==> config.mk <==
export PLATFORM = sky130hd
export DESIGN_NAME = sorted_min_priority_queue_core
export DESIGN_NICKNAME = d
export VERILOG_FILES = /design/src/sv/smpq_pkg.sv /design/src/sv/smpq_ctrl.sv /design/src/sv/smpq_datapath.sv /design/src/sv/sorted_min_priority_queue_core.sv
export SDC_FILE = /design/constraint.sdc
export NUM_CORES = 2
export LEC_CHECK = 0
export ABC_AREA = 1
export BUFFER_PORTS_ARGS = -buffer_cell sky130_fd_sc_hd__buf_2
export CORE_MARGIN = 4
export CORE_UTILIZATION = 25
export DETAILED_ROUTE_END_ITERATION = 8
export PLACE_DENSITY = 0.38
export RECOVER_POWER = 50
export SYNTH_ARGS = -nofsm -noshare
export SYNTH_HDL_FRONTEND = slang
export SYNTH_SLANG_ARGS = --single-unit
==> constraint.sdc <==
create_clock -name clk -period 5.9 [get_ports clk]
set_input_delay 1.18 -clock clk [delete_from_list [all_inputs] [get_ports clk]]
set_output_delay 1.18 -clock clk [all_outputs]
set_load 0.01 [all_outputs]
==> src/sv/smpq_pkg.sv <==
package smpq_pkg;

	localparam int DEF_QUEUE_DEPTH = 16;
	localparam int VALUE_W         = 32;
	localparam int OCC_W           = 5;

	typedef enum logic [1:0] {
		OP_INSERT = 2'd0,
		OP_REMOVE = 2'd1,
		OP_PEEK   = 2'd2
	} op_t;

	typedef enum logic [1:0] {
		ST_OK    = 2'd0,
		ST_EMPTY = 2'd1,
		ST_FULL  = 2'd2
	} stat_t;

	typedef enum logic {
		S_IDLE = 1'b0,
		S_EXEC = 1'b1
	} state_t;

	typedef struct packed {
		logic [1:0]                operation;
		logic signed [VALUE_W-1:0] value;
	} cmd_t;

	typedef struct packed {
		logic signed [VALUE_W-1:0] head_value;
		logic [1:0]                status;
		logic                      is_empty;
		logic [OCC_W-1:0]          occupancy;
	} rsp_t;

	// Commands from the controller to the datapath.
	typedef struct packed {
		logic load;
		logic exec;
	} ctl_t;

endpackage

==> src/sv/smpq_ctrl.sv <==
module smpq_ctrl import smpq_pkg::*; (
	input  logic clk,
	input  logic arst_n,
	input  logic start,
	output logic busy,
	output logic done,
	output ctl_t ctl
);

	state_t state_q;
	state_t state_nxt;
	logic   done_q;

	always_ff @(posedge clk or negedge arst_n) begin
		if (!arst_n) begin
			state_q <= S_IDLE;
			done_q  <= 1'b0;
		end else begin
			state_q <= state_nxt;
			done_q  <= (state_q == S_EXEC);
		end
	end

	always_comb begin
		state_nxt = state_q;
		ctl.load  = 1'b0;
		ctl.exec  = 1'b0;
		busy      = 1'b0;
		case (state_q)
			S_IDLE: begin
				if (start) begin
					ctl.load  = 1'b1;
					state_nxt = S_EXEC;
				end
			end
			S_EXEC: begin
				ctl.exec  = 1'b1;
				busy      = 1'b1;
				state_nxt = S_IDLE;
			end
			default: begin
				state_nxt = S_IDLE;
			end
		endcase
	end

	assign done = done_q;

	// A word is only ever reported in the cycle after the execute cycle.
	a_done_after_exec: assert property (@(posedge clk) disable iff (!arst_n)
		done |-> $past(state_q) == S_EXEC)
		else $error("done without a preceding execute cycle");

	a_exec_one_cycle: assert property (@(posedge clk) disable iff (!arst_n)
		state_q == S_EXEC |=> state_q == S_IDLE)
		else $error("execute state held for more than one cycle");

	a_load_to_exec: assert property (@(posedge clk) disable iff (!arst_n)
		ctl.load |=> ctl.exec && !done)
		else $error("accepted word not executed in the next cycle");

endmodule

==> src/sv/smpq_datapath.sv <==
module smpq_datapath import smpq_pkg::*; #(
	parameter int DEPTH = DEF_QUEUE_DEPTH
) (
	input  logic clk,
	input  logic arst_n,
	input  ctl_t ctl,
	input  cmd_t cmd,
	output rsp_t result
);

	localparam int CW = $clog2(DEPTH + 1);

	logic [1:0]                op_q;
	logic signed [VALUE_W-1:0] val_q;
	logic [CW-1:0]             count_q;
	logic signed [VALUE_W-1:0] entries_q [DEPTH];
	logic signed [VALUE_W-1:0] head_q;
	logic [1:0]                status_q;
	logic [DEPTH-1:0]          lt;
	logic                      full;
	logic                      empty;

	assign full  = (count_q == CW'(DEPTH));
	assign empty = (count_q == '0);

	always_ff @(posedge clk) begin
		if (ctl.load) begin
			op_q  <= cmd.operation;
			val_q <= cmd.value;
		end
	end

	// Each cell compares its own entry with the new value; the stored order
	// makes lt a run of ones from position zero up to the insertion point.
	genvar i;
	generate
		for (i = 0; i < DEPTH; i++) begin : g_cell
			assign lt[i] = (CW'(i) < count_q) && (entries_q[i] < val_q);

			always_ff @(posedge clk) begin
				if (ctl.exec) begin
					if (op_q == OP_INSERT && !full && !lt[i]) begin
						if (i == 0) begin
							entries_q[i] <= val_q;
						end else if (lt[(i == 0) ? 0 : i-1]) begin
							entries_q[i] <= val_q;
						end else begin
							entries_q[i] <= entries_q[(i == 0) ? 0 : i-1];
						end
					end else if (op_q == OP_REMOVE && !empty && i < DEPTH-1) begin
						entries_q[i] <= entries_q[(i < DEPTH-1) ? i+1 : i];
					end
				end
			end
		end
	endgenerate

	always_ff @(posedge clk or negedge arst_n) begin
		if (!arst_n) begin
			count_q  <= '0;
			head_q   <= '0;
			status_q <= ST_OK;
		end else if (ctl.exec) begin
			head_q   <= '0;
			status_q <= ST_OK;
			case (op_q)
				OP_INSERT: begin
					if (full) begin
						status_q <= ST_FULL;
					end else begin
						count_q <= count_q + CW'(1);
					end
				end
				OP_REMOVE: begin
					if (empty) begin
						status_q <= ST_EMPTY;
					end else begin
						head_q  <= entries_q[0];
						count_q <= count_q - CW'(1);
					end
				end
				OP_PEEK: begin
					if (empty) begin
						status_q <= ST_EMPTY;
					end else begin
						head_q <= entries_q[0];
					end
				end
				default: begin
					status_q <= ST_OK;
				end
			endcase
		end
	end

	assign result.head_value = head_q;
	assign result.status     = status_q;
	assign result.is_empty   = empty;
	assign result.occupancy  = OCC_W'(count_q);

	a_count_bound: assert property (@(posedge clk) disable iff (!arst_n)
		count_q <= CW'(DEPTH))
		else $error("entry count above queue depth");

	a_full_drop: assert property (@(posedge clk) disable iff (!arst_n)
		ctl.exec && op_q == OP_INSERT && full |=> status_q == ST_FULL && $stable(count_q))
		else $error("insert into a full queue changed the count");

	a_remove_count: assert property (@(posedge clk) disable iff (!arst_n)
		ctl.exec && op_q == OP_REMOVE && !empty |=>
		count_q == CW'($past(count_q) - CW'(1)))
		else $error("remove did not drop exactly one entry");

	a_err_zero_head: assert property (@(posedge clk) disable iff (!arst_n)
		status_q != ST_OK |-> head_q == '0)
		else $error("error word carries a non-zero head value");

endmodule

==> src/sv/sorted_min_priority_queue_core.sv <==
// Channel   Ports                     Handshake
// command   start, busy, cmd          taken at a rising edge with start high, busy low
// result    done, result              done high for one cycle; word taken at its end
//
// Each word is taken at the capture edge and then handled in the execute state, in which
// every entry cell compares with the new value in parallel and shifts or loads.
// done rises in the cycle after the execute cycle; busy is high only in the execute cycle.
// A new word may be started in the same cycle that done is shown.
// Reset clears the entry count; stored entries never reach a result until written.
// The receiver cannot stall, so results never wait.
module sorted_min_priority_queue_core import smpq_pkg::*; #(
	parameter int QUEUE_DEPTH = DEF_QUEUE_DEPTH
) (
	input  logic clk,
	input  logic arst_n,
	input  logic start,
	input  cmd_t cmd,
	output logic busy,
	output logic done,
	output rsp_t result
);

	ctl_t ctl;

	smpq_ctrl u_ctrl (
		.clk    (clk),
		.arst_n (arst_n),
		.start  (start),
		.busy   (busy),
		.done   (done),
		.ctl    (ctl)
	);

	smpq_datapath #(
		.DEPTH (QUEUE_DEPTH)
	) u_datapath (
		.clk    (clk),
		.arst_n (arst_n),
		.ctl    (ctl),
		.cmd    (cmd),
		.result (result)
	);

endmodule

==> results.txt <==
----------------------------------------------------
[Global routing]
  Largest net degree at the start of global routing ... around 110
  Global routing usage summed across all routing layers ... between 15 and 20%
  First-pass GRT wire length ... about 240 mm
  Via count of the first global-routing pass ... 37.86k
  Grt met1 use ... roughly 23%
  Initial antenna violation count ... 2
  Global Route met2 Usage ... between 30% and 40%
  Busiest layer in global routing ... met2
  Global route total overflow ... 0
  Met3 Usage GRT ... 2.232%

[STA]
  Max Fclk ... ~190 MHz
  Worst clock skew ... 0.02311 ns
  Slew HR ... -120.1%
  RSZ-0062 raised after global routing ... no
  Count of endpoints failing setup in the final report ... 0
  Final hold violations ... 0
  Final critical-path share of the clock period ... 88.92%
  Worst Max-Slew Pin Slew ... between 3 and 4 ns
  Period minus WS final ... approximately 5.2 ns
  Final count of pins violating max slew ... roughly 200
  Setup TNS after final layout ... 0 ns

[Synth]
  Number of unique standard cell types used by synthesis ... 39
  Post-synth net total ... a little under 6k
  FFs w/ async S/R, synth ... 6.985%
  Synthesized area ... approximately 43000 um^2
  Synth Area per Inst ... approximately 8 um^2
  Number of synthesized register bits ... 587
  Predominant post-synthesis flop cell ... sky130_fd_sc_hd__edfxtp_1
  Number of standard cells after synthesis ... ~5.4k
  Part of the Yosys area used for sequential elements ... 40.88%
  Post-synth EDFFs ... approximately 550
  YS warnings ... 0

[Detailed routing]
  Number of design-rule violations left by the first detailed-router iteration ... 2689
  Count of TritonRoute iterations in the first routing pass ... 8
  Post-DR wirelength/cell ... 20.51 um
  Via count normalized by instance count ... approximately 4.8
  Antenna Nets Post-Route ... 0
  DRC errors left ... 0
  Routed wire length ... 157.6 mm
  Vias ... roughly 37k

[Job]
  Max Cap Violations ... 7

[Clocking]
  Cell chosen for the clock root ... sky130_fd_sc_hd__clkbuf_16
  Number of setup buffers added after CTS ... 0
  CTS Hold Bufs ... 0
  Post-CTS clock slew at the launch and capture registers of the worst setup and hold paths ... approximately 0.060 ns
  Post_cts resized ... 0
  H-tree lvl count ... 3
  Clock latency of the later-clocked register in the worst-skew pair ... ~0.68 ns
  TritonCTS Sinks ... between 500 and 600
  CTS tree ... done
  Deepest clock path buffer count ... 3
  Number of buffers inserted during clock tree synthesis ... 81

[Pwr]
  Power density normalized to cell area ... between 300 and 400 nW/um^2
  Worst-case vdd ir drop ... ~170 uV
  Post-layout total power ... between 10 and 15 mW
  Static leakage ... 22.17 nW

[Floorplanning]
  Core Footprint ... around 170000 um^2
  Initial core utilization ... 25.15%
  Std-Cell Rows ... 151
  Horizontal die dimension ... around 420 um
  DIE HEIGHT ... about 420 um
  Total Die Area ... between 150000 and 200000 um^2
  Boundary pin count ... 79

[Final layout]
  Share of layout cells above drive strength 1 ... slightly below 6%
  Final non-filler cell area ... between 40000 and 50000 um^2
  Filler Cells Inserted ... between 15k and 20k
  Commonest non-fill, non-tap cell in the layout ... sky130_fd_sc_hd__nand2_1
  Relative area change from synthesis to final layout ... 13.67%
  Most used cells in the layout excluding fill and tap cells ... 1857 x sky130_fd_sc_hd__nand2_1, 676 x sky130_fd_sc_hd__nand3_1, 546 x sky130_fd_sc_hd__edfxtp_1
  Nets ... 5937

[Placement]
  Post-DP Area ... 46070 um^2
  Count of input and output buffers ... 78
  HPWL Detailed ... around 120 mm
  Final GP Congestion ... ~0.80

[Worst hold path]
  Worst Hold Class ... register to register

[Setup path]
  WP data required ... approximately 6.4 ns
  Critical path fanouts, max ... 22
  Arrival time of the worst setup path ... 5.77 ns
  Kind of critical path ... register to register
  Setup crit end kind ... register
  Sort of element at the start of the critical path ... register

[Outcome]
  Result of the run ... complete, but fails checks
  Violations in the final reports ... max-capacitance violations, max-slew violations

----------------------------------------------------
[path summary, 6_finish.rpt]
| check | from | to | slack, ns | depth (start not counted) |
|---|---|---|---|---|
| max in group asynchronous | arst_n | u_datapath.head_q[4] | 3.19 | 1 |
| worst min register to register | u_datapath.head_q[24] | u_datapath.head_q[24] | 0.48 | 2 |
| worst max register to register | u_datapath.val_q[1] | u_datapath.entries_q[1][246] | 0.65 | 21 |
| worst min-delay path | u_datapath.head_q[24] | u_datapath.head_q[24] | 0.48 | 2 |
| worst max-delay path | u_datapath.val_q[1] | u_datapath.entries_q[1][246] | 0.65 | 21 |
| min in group asynchronous | arst_n | u_datapath.status_q[0] | 1.27 | 1 |
[state kept, by name (all words and copies together), names as in the netlist]
name	cells
u_datapath.count_q	5
u_datapath.status_q	2
u_datapath.val_q	32
u_datapath.head_q	32
u_datapath.op_q	2
u_ctrl.done	1
u_ctrl.state_q	1
u_datapath.entries_q	512
[report_power, final]
group	total, mW	internal [mW]	switching (mW)
Sequential	5.57	5.17	0.405
Clock	5.08	2.96	2.12
Combinational	3.97	1.08	2.89
Total	14.6	9.21	5.42
[through the flow]
step | utilization, % | hold WS (ns) | instances | setup slack (ns)
6_report | 28.58 | 0.4770 | 7685 | 0.6535
5_1_grt | 28.58 | 0.5002 | 7684 | 0.4211
4_1_cts | 28.75 | 0.4780 | 7683 | 1.084
3_5_place_dp | 27.19 | 0.4633 | 7533 | 1.110
3_3_place_gp | 27.19 | 0.4591 | 7533 | 1.190
2_1_floorplan | - | 0.4582 | 5380 | 0.6714
[routing by layer]
layer / vias up / share of wire (%)
met5: - / 0
met4: 0 / 2.6
met3: 177 / 3.9
met2: 705 / 47
met1: 17360 / 46
li1: 18530 / -
[kinds of logic (layout without fill, tap and decap cells)]
logic type               after synthesis  after routing  share of synthesized area, %
AND/OR/NAND/NOR                     3055           3055                         31.20
buffers and inverters                785            870                         7.345
flip-flops                           587            587                         40.88
adder cells (fa/ha/maj)              502            502                         14.74
AO/OA/AOI/OAI                        446            446                         5.731
XOR/XNOR                               5              5                        0.1027
other                                  0              2                             0
[synthesized netlist by cell type, drive strengths merged, types with 4 or more instances]
cell type	n	area share [%]
a21boi	4	0.070
a21o	11	0.19
a21oi	274	3.2
buf	143	1.7
clkbuf	165	1.5
dfrtp	41	2.4
edfxtp	546	38
ha	502	15
inv	475	4.2
nand2	1858	16
nand3	679	8.0
nand3b	11	0.19
nand4	332	4.9
nor2	141	1.3
nor3	15	0.18
nor4	11	0.16
o211ai	16	0.28
o21a	12	0.21
o21ai	87	1.0
o21bai	5	0.088
o31ai	33	0.58
xor2	4	0.082
[worst max-delay path: stages, from the launching register on]
cell                       delay [ns]
sky130_fd_sc_hd__edfxtp_1        0.64
sky130_fd_sc_hd__inv_1           0.59
sky130_fd_sc_hd__clkbuf_1        0.45
sky130_fd_sc_hd__ha_1            0.31
sky130_fd_sc_hd__o21ai_0         0.08
sky130_fd_sc_hd__nand2_1         0.08
sky130_fd_sc_hd__nand2_1         0.06
sky130_fd_sc_hd__nand2_1         0.07
sky130_fd_sc_hd__nand2_1         0.07
sky130_fd_sc_hd__nand2_1         0.09
sky130_fd_sc_hd__nand2_1         0.08
sky130_fd_sc_hd__nand2_1         0.15
sky130_fd_sc_hd__nand2_1         0.12
sky130_fd_sc_hd__nand2_1         0.05
sky130_fd_sc_hd__nand2_1         0.06
sky130_fd_sc_hd__nand3_1         0.08
sky130_fd_sc_hd__nand2_1         0.16
sky130_fd_sc_hd__nor2_1          0.08
sky130_fd_sc_hd__nand2_1         0.24
sky130_fd_sc_hd__clkbuf_1        1.23
sky130_fd_sc_hd__nand2_1         0.23
sky130_fd_sc_hd__nand2_1         0.15
[area by class of cell]
cell class	count	area, um^2	share of cell area, %
clock inverters	47	473.0	0.9763
diodes	2	5.005	0.01033
multi-input cells	4008	22150	45.72
inverters	477	1792	3.699
clock buffers	103	2171	4.481
well taps	2218	2775	5.729
repair buffers	243	1659	3.425
flip-flops and latches	587	17420	35.96
Power figures use the tool's default switching activity.
